<file path="config.mk">
export PLATFORM = sky130hd
export DESIGN_NAME = pte_corner
export DESIGN_NICKNAME = d
export VERILOG_FILES = /design/src/design/pte_pkg.sv /design/src/design/pte_corner.sv
export SDC_FILE = /design/constraint.sdc
export NUM_CORES = 1
export LEC_CHECK = 0
export BUFFER_PORTS_ARGS = -buffer_cell sky130_fd_sc_hd__buf_2
export CAP_MARGIN = 10
export CORE_AREA = 2 2 263 265
export CTS_CLUSTER_DIAMETER = 40
export DETAILED_ROUTE_END_ITERATION = 12
export DIE_AREA = 0 0 265 267
export HOLD_SLACK_MARGIN = 0.08
export SLEW_MARGIN = 25
export SYNTH_ARGS = -nofsm -noshare
export SYNTH_HDL_FRONTEND = slang
export SYNTH_SLANG_ARGS = --single-unit
</file>
<file path="constraint.sdc">
create_clock -name clk -period 1.2 [get_ports clk]
set_clock_uncertainty 0.05 [all_clocks]
set_input_delay 0.12 -clock clk [delete_from_list [all_inputs] [get_ports clk]]
set_output_delay 0.12 -clock clk [all_outputs]
set_load 0.03 [all_outputs]
</file>
<file path="src/design/pte_pkg.sv">
package pte_pkg;

    localparam int COORD_W  = 16;
    localparam int DIFF_W   = COORD_W + 1;
    localparam int MAG_IN_W = COORD_W;
    localparam int THICK_W  = 12;
    localparam int COLOR_W  = 8;
    localparam int SQ_W     = 2 * MAG_IN_W;
    localparam int SUM_W    = SQ_W + 1;
    localparam int Q_W      = MAG_IN_W + THICK_W;
    localparam int Q2_W     = 2 * Q_W;
    localparam int MAG_W    = THICK_W;
    localparam int ACC_W    = Q2_W + 6;
    localparam int WIDE_W   = COORD_W + 2;
    localparam int NUM_VERT = 6;
    localparam int VCNT_W   = 3;
    localparam logic [VCNT_W-1:0] LAST_VERT = VCNT_W'(NUM_VERT - 1);

    localparam logic OP_TILE = 1'b0;
    localparam logic OP_LINE = 1'b1;

    typedef logic signed [COORD_W-1:0] coord_t;

    typedef struct packed {
        logic               op;
        coord_t             x0;
        coord_t             y0;
        coord_t             x1;
        coord_t             y1;
        logic [COLOR_W-1:0] r;
        logic [COLOR_W-1:0] g;
        logic [COLOR_W-1:0] b;
    } prim_t;

    typedef struct packed {
        prim_t                   prim;
        logic                    hx_neg;
        logic                    hy_neg;
        logic                    drop;
        logic [SUM_W-1:0]        s;
        logic [Q2_W-1:0]         qx2;
        logic [Q2_W-1:0]         qy2;
        logic [MAG_W-1:0]        mx;
        logic [MAG_W-1:0]        my;
        logic signed [ACC_W-1:0] px;
        logic signed [ACC_W-1:0] py;
        logic signed [ACC_W-1:0] csx;
        logic signed [ACC_W-1:0] csy;
    } srch_t;

    typedef struct packed {
        coord_t [3:0]       cx;
        coord_t [3:0]       cy;
        logic [COLOR_W-1:0] r;
        logic [COLOR_W-1:0] g;
        logic [COLOR_W-1:0] b;
    } quad_t;

    function automatic coord_t sat_coord(input logic signed [WIDE_W-1:0] v);
        logic signed [WIDE_W-1:0] hi;
        logic signed [WIDE_W-1:0] lo;
        hi = WIDE_W'((1 << (COORD_W - 1)) - 1);
        lo = -hi - WIDE_W'(1);
        if (v > hi)
            return coord_t'(hi);
        else if (v < lo)
            return coord_t'(lo);
        else
            return coord_t'(v);
    endfunction

    // two triangles: v0,v1,v2 then v0,v2,v3
    function automatic logic [1:0] corner_sel(input logic [VCNT_W-1:0] n);
        case (n)
            3'd0:    return 2'd0;
            3'd1:    return 2'd1;
            3'd2:    return 2'd2;
            3'd3:    return 2'd0;
            3'd4:    return 2'd2;
            3'd5:    return 2'd3;
            default: return 2'd0;
        endcase
    endfunction

endpackage

</file>
<file path="src/design/pte_corner.sv">
module pte_corner (
    input  logic           clk,
    input  logic           rst_n,
    input  logic           adv,
    input  logic           in_valid,
    input  pte_pkg::srch_t in_data,
    output logic           out_valid,
    output logic           out_drop,
    output pte_pkg::quad_t out_quad
);
    import pte_pkg::*;

    logic                     valid_reg, drop_reg;
    quad_t                    quad_reg;
    quad_t                    quad_next;
    logic signed [WIDE_W-1:0] x0, y0, x1, y1, hx, hy, mxw, myw;

    always_comb
    begin
        x0  = WIDE_W'(in_data.prim.x0);
        y0  = WIDE_W'(in_data.prim.y0);
        x1  = WIDE_W'(in_data.prim.x1);
        y1  = WIDE_W'(in_data.prim.y1);
        mxw = signed'(WIDE_W'(in_data.mx));
        myw = signed'(WIDE_W'(in_data.my));
        hx  = in_data.hx_neg ? -mxw : mxw;
        hy  = in_data.hy_neg ? -myw : myw;
        quad_next.r = in_data.prim.r;
        quad_next.g = in_data.prim.g;
        quad_next.b = in_data.prim.b;
        if (in_data.prim.op == OP_TILE)
        begin
            quad_next.cx[0] = sat_coord(x0);
            quad_next.cy[0] = sat_coord(y0);
            quad_next.cx[1] = sat_coord(x0 + x1);
            quad_next.cy[1] = sat_coord(y0);
            quad_next.cx[2] = sat_coord(x0 + x1);
            quad_next.cy[2] = sat_coord(y0 + y1);
            quad_next.cx[3] = sat_coord(x0);
            quad_next.cy[3] = sat_coord(y0 + y1);
        end
        else
        begin
            quad_next.cx[0] = sat_coord(x0 - hx);
            quad_next.cy[0] = sat_coord(y0 - hy);
            quad_next.cx[1] = sat_coord(x0 + hx);
            quad_next.cy[1] = sat_coord(y0 + hy);
            quad_next.cx[2] = sat_coord(x1 + hx);
            quad_next.cy[2] = sat_coord(y1 + hy);
            quad_next.cx[3] = sat_coord(x1 - hx);
            quad_next.cy[3] = sat_coord(y1 - hy);
        end
    end

    always_ff @(posedge clk or negedge rst_n)
    begin
        if (!rst_n)
            valid_reg <= 1'b0;
        else if (adv)
            valid_reg <= in_valid;
    end

    always_ff @(posedge clk)
    begin
        if (adv)
        begin
            drop_reg <= in_data.drop;
            quad_reg <= quad_next;
        end
    end

    assign out_valid = valid_reg;
    assign out_drop  = drop_reg;
    assign out_quad  = quad_reg;

endmodule

</file>
Word-level counts from Yosys, hierarchy flattened
Cells that the tools add are included.

cells by class
  $add $sub $neg = 12
  multiplexer cells = 27
  magnitude comparators = 24

operator list
  kind                  number
  $mux 16               24
  $gt 18x16->1 const B  8
  $lt 18x16->1 const B  8
  $mux 128              1
  $add 16x18->18        4
  $sub 16x18->18        4
  $mux 18               2
  $neg 12->18           2
  $add 16x16->17        2
  $gt 17x16->1 const B  2
  $lt 17x16->1 const B  2
  $gt 16x16->1 const B  2
  $lt 16x16->1 const B  2

word-level totals
  flip-flop bits (word level) = 154
  output and inout port bits = 154
  logic and storage cells = 76
  bits of input ports = 513

Depth between registers and ports, before layout
Gate-level depths: netlist of run 1.

  depth in word-level cells = 7
  depth in mapped cells = 17
  mapped depth without buffers = 16

Worst setup path after synthesis of run 1
OpenSTA, ideal clock, no wires.

  path kind = input to register
  from = input port in_data[253] (netlist bit)
  to = register quad_reg (netlist bit out_quad[45]), data pin
  library setup time = 0.278 ns
  cell stages on the path = 15
  buffers on the path = 2
  data required time = 0.872 ns
  arrival time = 4.014 ns
  setup slack = -3.142 ns
  cell sequence = or4_1 -> or2_2 -> o41ai_1 -> xnor2_1 -> ha_1 -> clkbuf_1 -> a21o_1 -> a221o_1 -> a221oi_1 -> o21bai_1 -> a41oi_1 -> mux2i_1 -> a21oi_1 -> clkbuf_1 -> o211ai_1

RTL lines
  what                  RTL line          RTL
  start, declared       pte_corner.sv:6   input pte_pkg::srch_t in_data,
  end signal, assigned  pte_corner.sv:68  quad_reg <= quad_next;
  end, declared         pte_corner.sv:14  quad_t quad_reg;

==> results.tsv, run 1 <==
metric	value	unit
Slew HR	46.68	%
Post-synth EDFFs	153	
Core Region	67990	um^2
Netlist cell types	83	
vias per cell	4.853	
Initial Util	23.26	%
CP required	1390	ps
most common cell after layout, fill and taps aside	buf_4	
drt pass-1 iters	5	
fin crit share	303.1	%
global route overflow	0	
worst setup path start	in_data[263]	
setup violators final	249	
Mapped Area	15820	um^2
Hold Fails Final Rpt	0	
TritonCTS Sinks	154	
worst skew pair latency	500	ps
Setup crit end	out_quad[114]	
Max FO, Critical Path	15	
leakage	12.33	nW
first-pass GRT wire length	104.8	mm
Syn Area/Cell	8.976	um^2
wire per inst	19.42	um
Cell Pwr Density	1228	nW/um^2
RSZ-0062 raised after global routing	yes	
fmax	274.9	MHz
Site Rows	96	
Critical Path Sink Type	register	
outcome	finished, violations left	
number of synthesized register bits	154	
top_reg_cell synth	edfxtp_1	
Root Buffer	clkbuf_16	
Slew Viols, Final	0	
nets	3481	
post-route setup TNS	-293500	ps
Yosys top cell by area	edfxtp_1	
port bufs	273	
clock transition at the registers of the reported paths	70	ps
top cells by area, synth	edfxtp_1, ha_1, xnor2_1, a21oi_1, o211ai_1	
Total GRT Usage	19.60	%
Async SR Flop Fraction	0.6494	%
Syn. warnings	0	
startpoint types	input pin	
die height	267	um
reg2reg end	out_valid	
setup ws final	-2438	ps
Top-Level Pins	667	
failing checks	negative setup slack	
WHS Path Cells	4	
Setup CP Type	input pin to register	
Overall Power	34.05	mW
Post-Syn Nets	2467	
sequential-to-total area share from yosys stat	29.21	%
H-tree levels	4	
most frequent cells in the layout	buf_4, buf_6, ha_1	
hpwl dp	57.43	mm
top-area cell type share of the netlist area	29.05	%
die width	265	um
Post-Route WL	71.32	mm
Hold Crit Class	input pin to register	
initial antenna violation count	3	
fin crit period	3638	ps
via count	17820	
Layout area overhead	75.39	%
Iter 0 DRT Violations	1015	
vias in the first global route	18220	
largest net degree at the start of global routing	50	
peak supply drop	0.9781	mV
r2r setup slk	390	ps
share of cells above drive strength 1	48.15	%
FF-to-FF path depth	1	
WP data arrival	3830	ps
DIE AREA	70760	um^2
DRT antenna net count	0	
final hold slack	122.9	ps
reg-to-reg critical path startpoint	out_valid	
Max-Cap Viols	0	
actual slew at the worst max-slew pin	789.5	ps
CTS Buffer Depth	2	
CTS tree	yes	
clock buffer count from CTS	17	
Post-Syn Instances	1762	
drc violations	0	
gpl congestion	0.9628	
through the flow:
step / utilization, % / area [um^2] / cells / setup WS (ps)
after floorplan: - / 16210 / 1762 / -2740
after global routing: 40.80 / 27740 / 3672 / -2511
after detailed placement: 35.15 / 23900 / 3563 / -3006
final: 40.80 / 27740 / 3672 / -2438
after global placement: 35.14 / 23890 / 3563 / -3252
after CTS: 40.06 / 27240 / 3659 / -2329
worst min-delay path by stage:
stage | to | start | slack, ps
after floorplan | out_valid | rst_n | -230
after global placement | out_valid | rst_n | -150
after detailed placement | out_valid | rst_n | -150
after CTS | out_quad[38] | in_data[490] | 80
after global routing | out_quad[38] | in_data[490] | 110
final | out_quad[38] | in_data[490] | 120
timing repair:
| action | 4_1_cts | 5_1_grt |
|---|---|---|
| gates cloned | 3 | 0 |
| endpoints found under the hold margin | 54 | 0 |
| setup buffers | 32 | 17 |
| setup endpoints to repair | 282 | 282 |
| hold buffers | 32 | 0 |
| pin swaps | 70 | 64 |
| gates resized for setup | 531 | 99 |
metal layers:
metal  vias to the layer above  global-route usage (%)  part of all wire, %
met3                       104                   5.286                  6.9
met4                         4                   6.474                  2.7
met2                       537                   33.94                   48
met1                      8503                   23.43                   42
li1                       8673                       -                    -
met5                         -                       0                0.035
registers in the layout (all words and copies together), names as in the netlist:
| register | flops |
|---|---|
| out_quad | 152 |
| out_valid | 1 |
| out_drop | 1 |
Yosys cell counts (6+ instances only):
cell type    n
ha_1       182
a21oi_1    153
edfxtp_1   153
xnor2_1    123
inv_1      116
nand2_1    114
nor2_1      91
o21ai_0     85
o211ai_1    80
clkbuf_1    60
nand3_1     39
nand2b_1    38
nor3_1      34
nor2b_1     33
o21bai_1    32
xor2_1      29
a21o_1      26
a211oi_1    24
o31ai_1     22
o21a_1      17
a31oi_1     16
and3_1      16
nand4_1     16
nor4_1      14
o2111ai_1   14
a2111oi_0   12
a22oi_1     12
or2_2       12
o21ai_1     11
a21boi_0    10
and2_1      10
fa_1        10
or3_1       10
a211o_1      9
a311oi_1     8
o31a_1       8
or4_1        8
o311ai_2     7
o41ai_1      7
a2111o_1     6
buf_2        6
mux2i_1      6
o221ai_1     6
where the power goes:
| part | internal, mW | leakage [nW] | switching, mW | total, mW |
|---|---|---|---|---|
| combinational | 9.77 | 10.5 | 10.7 | 20.5 |
| clock | 2.93 | 0.285 | 2.77 | 5.69 |
| sequential | 7.25 | 1.51 | 0.611 | 7.86 |
layout make-up:
class | instances | area (um^2)
Antenna cell | 1 | 2.502
Clock buffer | 17 | 425.4
Clock inverter | 15 | 151.4
Fill cell | 6711 | 40250
Inverter | 118 | 451.7
Multi-Input combinational cell | 1417 | 12160
Sequential cell | 154 | 4619
Tap cell | 882 | 1104
Timing Repair Buffer | 1068 | 8822
cells by family (layout without fill, tap and decap cells):
logic type / count (synthesis) / in the layout / share of synthesized area [%]
and+or+nand+nor: 450 / 450 / 14.35
xor gates and xnor gates: 152 / 152 / 8.418
adders and majority gates: 192 / 192 / 15.66
AOI/OAI and AO/OA: 614 / 614 / 27.09
buffers and inverters: 191 / 1218 / 4.676
muxes: 9 / 9 / 0.5934
other: 0 / 1 / 0
DFF: 154 / 154 / 29.21
worst max-delay path, cell delays in order:
cell and delay (ps):
buf_6 100, or4_4 580, or3_4 370, o31ai_4 210, xnor2_2 190, ha_1 300
nor2b_4 130, a2111o_1 390, a21o_1 200, buf_6 130, a2111o_1 420, nand4_1 160
buf_4 150, o31ai_4 70, buf_12 160, nand2_1 80, nand3_2 70
Power figures use the tool's default switching activity.
==> run 2, diff against run 1 <==
--- a/config.mk
+++ b/config.mk
@@ -8,10 +8,10 @@
 export BUFFER_PORTS_ARGS = -buffer_cell sky130_fd_sc_hd__buf_2
 export CAP_MARGIN = 10
 export CORE_AREA = 2 2 263 265
-export CTS_CLUSTER_DIAMETER = 40
 export DETAILED_ROUTE_END_ITERATION = 12
 export DIE_AREA = 0 0 265 267
 export HOLD_SLACK_MARGIN = 0.08
+export REMOVE_ABC_BUFFERS = 1
 export SLEW_MARGIN = 25
 export SYNTH_ARGS = -nofsm -noshare
 export SYNTH_HDL_FRONTEND = slang
==> run 2 against run 1 <==
Against the previous run: the flow still finishes with violations (negative setup slack); clock-buffer cell count did not move; clock power rose by 2%; design area rose by 0.36%; first-iteration DRC count rose by 52%; global-route usage rose by 0.93 points; fmax rose by 1.9%; utilization rose by 0.15 points; highest routed layer unchanged.
==> results.tsv, run 2 (synthesized netlist as in run 1, its figures left out) <==
metric	value	unit	change
Min-Delay Endpoint	out_quad[53]		was out_quad[38]
startpoint types	input pin		unchanged
Site Rows	96		unchanged
TritonCTS Sinks	154		unchanged
r2r setup slk	390	ps	about the same
M3 GR Usage	4.539	%	was 5.286%
wire per inst	20.75	um	was 19.42 um
global routing's busiest layer	met2		unchanged
fin crit share	297.5	%	was 303.1%
nets	3485		was 3481
outcome	finished, violations left		unchanged
worst skew pair latency	500	ps	about the same
drc violations	0		unchanged
Initial Util	23.26	%	unchanged
die height	267	um	unchanged
grt met1 use	26.00	%	was 23.43%
failing checks	negative setup slack		unchanged
final core area utilization	40.95	%	was 40.80%
clock buffer count from CTS	17		unchanged
Hold Fails Final Rpt	0		unchanged
met2 usage	32.98	%	was 33.94%
vias in the first global route	17960		was 18.22k
Top-Level Pins	667		unchanged
FF-to-FF path depth	1		unchanged
combinational share of power	60.0	%	was 60.2%
Max FO, Critical Path	10		was 15
sequential share of power	23.1	%	about the same
Slew Viols, Final	0		unchanged
CTS tree	yes		unchanged
Setup CP Type	input pin to register		unchanged
actual slew at the worst max-slew pin	753.9	ps	was 789.5 ps
hpwl dp	60.48	mm	was 57.43 mm
share of cells above drive strength 1	47.98	%	was 48.15%
CP required	1460	ps	was 1390 ps
Post-Route WL	76.27	mm	was 71.32 mm
port bufs	273		unchanged
setup violators final	247		was 249
Max-Cap Viols	0		unchanged
clock transition at the registers of the reported paths	70	ps	about the same
Hold Crit Class	input pin to register		unchanged
WP data arrival	3830	ps	about the same
initial antenna violation count	6		was 3
via count	18420		was 17.82k
RSZ-0062 raised after global routing	yes		unchanged
fmax	280.2	MHz	was 274.9 MHz
vias per cell	5.012		was 4.853
Total GRT Usage	20.53	%	was 19.60%
reg-to-reg critical path startpoint	out_valid		unchanged
most frequent cells in the layout	buf_4, buf_6, ha_1		unchanged
setup ws final	-2369	ps	was -2438 ps
fin crit period	3569	ps	was 3638 ps
first-pass GRT wire length	108.2	mm	was 104.8 mm
Cell Pwr Density	1244	nW/um^2	was 1228 nW/um^2
Layout area overhead	76.01	%	was 75.39%
reg2reg end	out_valid		unchanged
final hold slack	142.3	ps	was 122.9 ps
Overall Power	34.63	mW	was 34.05 mW
Root Buffer	clkbuf_16		unchanged
most common cell after layout, fill and taps aside	buf_4		unchanged
power share of the clock group	16.8	%	was 16.7%
drt pass-1 iters	5		unchanged
Internal Power	19.98	mW	was 19.94 mW
DIE AREA	70760	um^2	unchanged
gpl congestion	0.9586		was 0.9628
CTS Buffer Depth	2		unchanged
Core Region	67990	um^2	unchanged
WHS Path Cells	4		unchanged
DRT antenna net count	0		unchanged
HP Start	in_data[489]		was in_data[490]
global route overflow	0		unchanged
largest net degree at the start of global routing	55		was 50
net switching power	14.65	mW	was 14.11 mW
Largest register FFs	152		unchanged
sw frac	42.29	%	was 41.44%
Critical Path Sink Type	register		unchanged
peak supply drop	1.206	mV	was 0.9781 mV
H-tree levels	4		unchanged
Iter 0 DRT Violations	1542		was 1015
leakage	12.38	nW	was 12.33 nW
Slew HR	49.61	%	was 46.68%
die width	265	um	unchanged
-- run 2: cell count changes in the layout (fill, tap and decap cells not counted), sizes merged --
cell,previous run,this run
dlygate4sd3,32,37
clkbuf,19,18
clkinvlp,2,3
inv,126,125
-- run 2: metrics by stage --
stage	cells	setup WS (ps)	instance area, um^2	TNS (ps)
finish	3676	-2369	27840	-291910
global route	3675	-2485	27830	-309810
CTS	3646	-2285	25420	-291630
detailed placement	3553	-3207	23500	-383210
global placement	3553	-3078	23500	-378500
floorplan	1689	-3401	15520	-367900
-- run 2: what timing repair did --
item                                    CTS  global route
endpoints found under the setup margin  282           282
gates cloned                              5             2
pin swaps                                62           141
hold buffers                             37             0
gates resized for setup                 170           689
buffers inserted                         20            36
endpoints found under the hold margin    81             0
-- run 2: layer usage --
layer / part of all wire (%) / routed length (um)
met1: 41 / 31360
met2: 45 / 34500
met3: 8.5 / 6505
met4: 5.1 / 3867
met5: 0.045 / 34
-- run 2: layout make-up --
class	instances	area [um^2]
flip-flops and latches	154	4619
multi-input cells	1417	12250
fillers	6632	40150
inverters	118	455.4
clock inverters	15	152.6
clock buffers	17	425.4
well taps	882	1104
diodes	1	2.502
repair buffers	1072	8832
-- run 2: power groups by stage --
stage | combinational, mW | sequential (mW) | clock [mW]
final | 20.8 | 8.01 | 5.83
after global routing | 22.0 | 8.08 | 6.13
after CTS | 18.0 | 7.81 | 5.94
after detailed placement | 16.8 | 7.88 | 0
after global placement | 16.8 | 7.92 | 0
after floorplan | 6.68 | 9.50 | 0
-- run 2: critical path, cell delays in order --
cell      delay, ps
buf_6            90
or4_4           530
or3_4           370
o31ai_4         210
xnor2_2         130
buf_4           160
ha_4            270
inv_1            50
a221oi_2        270
buf_4           180
nand2_4          50
a211o_4         360
a31o_1          250
nor3_4          230
buf_6           170
nor2_4           50
buf_12          140
o311ai_2        210
-- run 2: how the worst max path moves through the flow --
stage	cells past startpoint	to	from
3_3_place_gp	16	out_quad[31]	in_data[253]
6_report	18	out_quad[150]	in_data[263]
5_1_grt	15	out_quad[46]	in_data[253]
4_1_cts	17	out_quad[59]	in_data[253]
3_5_place_dp	17	out_quad[143]	in_data[264]
2_1_floorplan	13	out_quad[104]	in_data[264]
==> run 3, diff against run 2 <==
--- a/config.mk
+++ b/config.mk
@@ -8,9 +8,11 @@
 export BUFFER_PORTS_ARGS = -buffer_cell sky130_fd_sc_hd__buf_2
 export CAP_MARGIN = 10
 export CORE_AREA = 2 2 263 265
+export CTS_CLUSTER_DIAMETER = 200
 export DETAILED_ROUTE_END_ITERATION = 12
 export DIE_AREA = 0 0 265 267
 export HOLD_SLACK_MARGIN = 0.08
+export PLACE_DENSITY = 0.56
 export REMOVE_ABC_BUFFERS = 1
 export SLEW_MARGIN = 25
 export SYNTH_ARGS = -nofsm -noshare
==> constraint.sdc (replaced) <==
create_clock -name clk -period 1.2 [get_ports clk]
set_clock_uncertainty 0.05 [all_clocks]
set_input_delay 0.24 -clock clk [delete_from_list [all_inputs] [get_ports clk]]
set_output_delay 0.24 -clock clk [all_outputs]
set_load 0.03 [all_outputs]
==> run 3 against run 2 <==
Against the previous run: routed wire length rose by 9.0%; design area rose by 5.9%; via count rose by 3.6%; critical endpoint is now out_quad[66]; sequential share of layout area fell by 0.92 points; largest cell class unchanged; combinational power rose by 9%; the run still ends with negative setup slack left; setup slack got worse by 180 ps; critical path depth fell by 1.
==> results.tsv, run 3 (synthesized netlist as in run 1, its figures left out) <==
metric	value	unit	change
outcome	finished, violations left		unchanged
failing checks	negative setup slack		unchanged
Slew Viols, Final	0		unchanged
Hold Crit Class	input pin to register		unchanged
startpoint types	input pin		unchanged
Root Buffer	clkbuf_16		unchanged
CTS Buffer Depth	2		unchanged
vias in the first global route	19360		was 17.96k
final core area utilization	43.35	%	was 40.95%
die height	267	um	unchanged
fin crit share	312.2	%	was 297.5%
dpl cell area	23820	um^2	was 23500 um^2
final hold slack	209.9	ps	was 142.3 ps
Cell Pwr Density	1228	nW/um^2	was 1244 nW/um^2
RSZ-0062 raised after global routing	yes		unchanged
hpwl dp	65.63	mm	was 60.48 mm
fmax	267.0	MHz	was 280.2 MHz
final cell count without fillers	3779		was 3676
setup ws final	-2546	ps	was -2369 ps
Max-Cap Viols	0		unchanged
post-route setup TNS	-328060	ps	was -291910 ps
setup violators final	282		was 247
worst skew pair latency	490	ps	was 500 ps
vias per cell	5.050		was 5.012
max incr delay on CP	560	ps	was 530 ps
Overall Power	36.21	mW	was 34.63 mW
HP Start	in_data[478]		was in_data[489]
drt pass-1 iters	6		was 5
WHS Path Cells	4		unchanged
first-pass GRT wire length	119.7	mm	was 108.2 mm
leakage	12.99	nW	was 12.38 nW
clock transition at the registers of the reported paths	70	ps	about the same
TritonCTS Sinks	154		unchanged
pre-CTS WS	-3391	ps	was -3207 ps
design area	29470	um^2	was 27840 um^2
peak supply drop	1.107	mV	was 1.206 mV
most common cell after layout, fill and taps aside	buf_4		unchanged
Buf/Inv on CP	4		was 6
Largest register FFs	152		unchanged
wire per inst	22.00	um	was 20.75 um
worst setup path start	in_data[252]		was in_data[263]
Initial Util	23.26	%	unchanged
Setup CP Type	input pin to register		unchanged
via count	19080		was 18.42k
Layout area overhead	86.36	%	was 76.01%
r2r setup slk	250	ps	was 390 ps
clock buffer count from CTS	17		unchanged
H-tree levels	4		unchanged
Iter 0 DRT Violations	1330		was 1542
reg-to-reg critical path startpoint	out_valid		unchanged
Worst path top cell family by delay	simple AND/OR/NAND/NOR gates		was compound AO/OA/AOI/OAI gates
initial antenna violation count	8		was 6
DRT antenna net count	0		unchanged
reg2reg end	out_valid		unchanged
Top-Level Pins	667		unchanged
fin crit period	3746	ps	was 3569 ps
CP Cell Sequence	buf_6 > or4_4 > or2_4 > o41ai_4 > xnor2_2 > buf_4 > ha_4 > nand4_1 > nor4_2 > a211oi_2 > a21oi_2 > buf_4 > nor4_2 > nand3b_1 > a31oi_4 > buf_6 > o2111ai_2		was buf_6 > or4_4 > or3_4 > o31ai_4 > xnor2_2 > buf_4 > ha_4 > inv_1 > a221oi_2 > buf_4 > nand2_4 > a211o_4 > a31o_1 > nor3_4 > buf_6 > nor2_4 > buf_12 > o311ai_2
Total GRT Usage	22.83	%	was 20.53%
WP data arrival	3920	ps	was 3830 ps
share of cells above drive strength 1	52.80	%	was 47.98%
FF-to-FF path depth	2		was 1
nets	3584		was 3485
CP required	1370	ps	was 1460 ps
Max FO, Critical Path	6		was 10
Critical Path Sink Type	register		unchanged
largest net degree at the start of global routing	47		was 55
port bufs	273		unchanged
Min-Delay Endpoint	out_quad[42]		was out_quad[53]
Site Rows	96		unchanged
global route overflow	0		unchanged
CTS tree	yes		unchanged
DIE AREA	70760	um^2	unchanged
die width	265	um	unchanged
most frequent cells in the layout	buf_4, buf_6, edfxtp_1		was buf_4, buf_6, ha_1
Slew HR	44.84	%	was 49.61%
actual slew at the worst max-slew pin	806.6	ps	was 753.9 ps
Hold Fails Final Rpt	0		unchanged
Core Region	67990	um^2	unchanged
placed cell count	3587		was 3553
drc violations	0		unchanged
critical path's slowest cell	or4_4		unchanged
Post-Route WL	83.14	mm	was 76.27 mm
gpl congestion	1.010		was 0.9586
==> run 3: cell type report <==
class,instances,area (um^2)
diodes,5,12.51
clock buffers,18,429.2
clock inverters,14,123.9
fillers,6529,38510
inverters,118,450.4
multi-input cells,1418,12850
flip-flops and latches,154,4619
well taps,882,1104
repair buffers,1170,9879
==> run 3: worst register-to-register path: cells and delay by family (launching register included) <==
family / cells / cell delay (ps)
flops: 1 / 400
buf+inv: 1 / 140
mux: 1 / 250
==> run 3: worst max-delay path by stage <==
stage / endpoint / slack (ps) / cells past startpoint
finish: out_quad[66] / -2550 / 17
global route: out_quad[66] / -2640 / 17
CTS: out_quad[66] / -2550 / 17
detailed placement: out_quad[66] / -3390 / 17
global placement: out_quad[94] / -3250 / 15
floorplan: out_quad[104] / -3520 / 13
==> run 3: metal layers <==
| layer | up-vias | part of all wire, % | GRT usage [%] |
|---|---|---|---|
| li1 | 8880 | - | - |
| met1 | 9240 | 40 | 27.35 |
| met2 | 744 | 46 | 37.82 |
| met3 | 211 | 7.6 | 5.406 |
| met4 | 8 | 6.2 | 12.31 |
| met5 | - | 0.067 | 0 |
==> run 3: what timing repair did <==
action | CTS | global route
hold buffers | 29 | 0
resized for setup | 735 | 162
endpoints found under the setup margin | 282 | 311
pin swaps | 184 | 122
setup buffers | 95 | 41
cloned | 13 | 1
hold endpoints to repair | 28 | 0
==> run 3: power by group <==
group | internal (mW) | total (mW) | leakage, nW | switching (mW)
Clock | 2.72 | 5.53 | 0.268 | 2.81
Combinational | 10.9 | 22.7 | 11.2 | 11.8
Sequential | 7.25 | 7.95 | 1.51 | 0.701
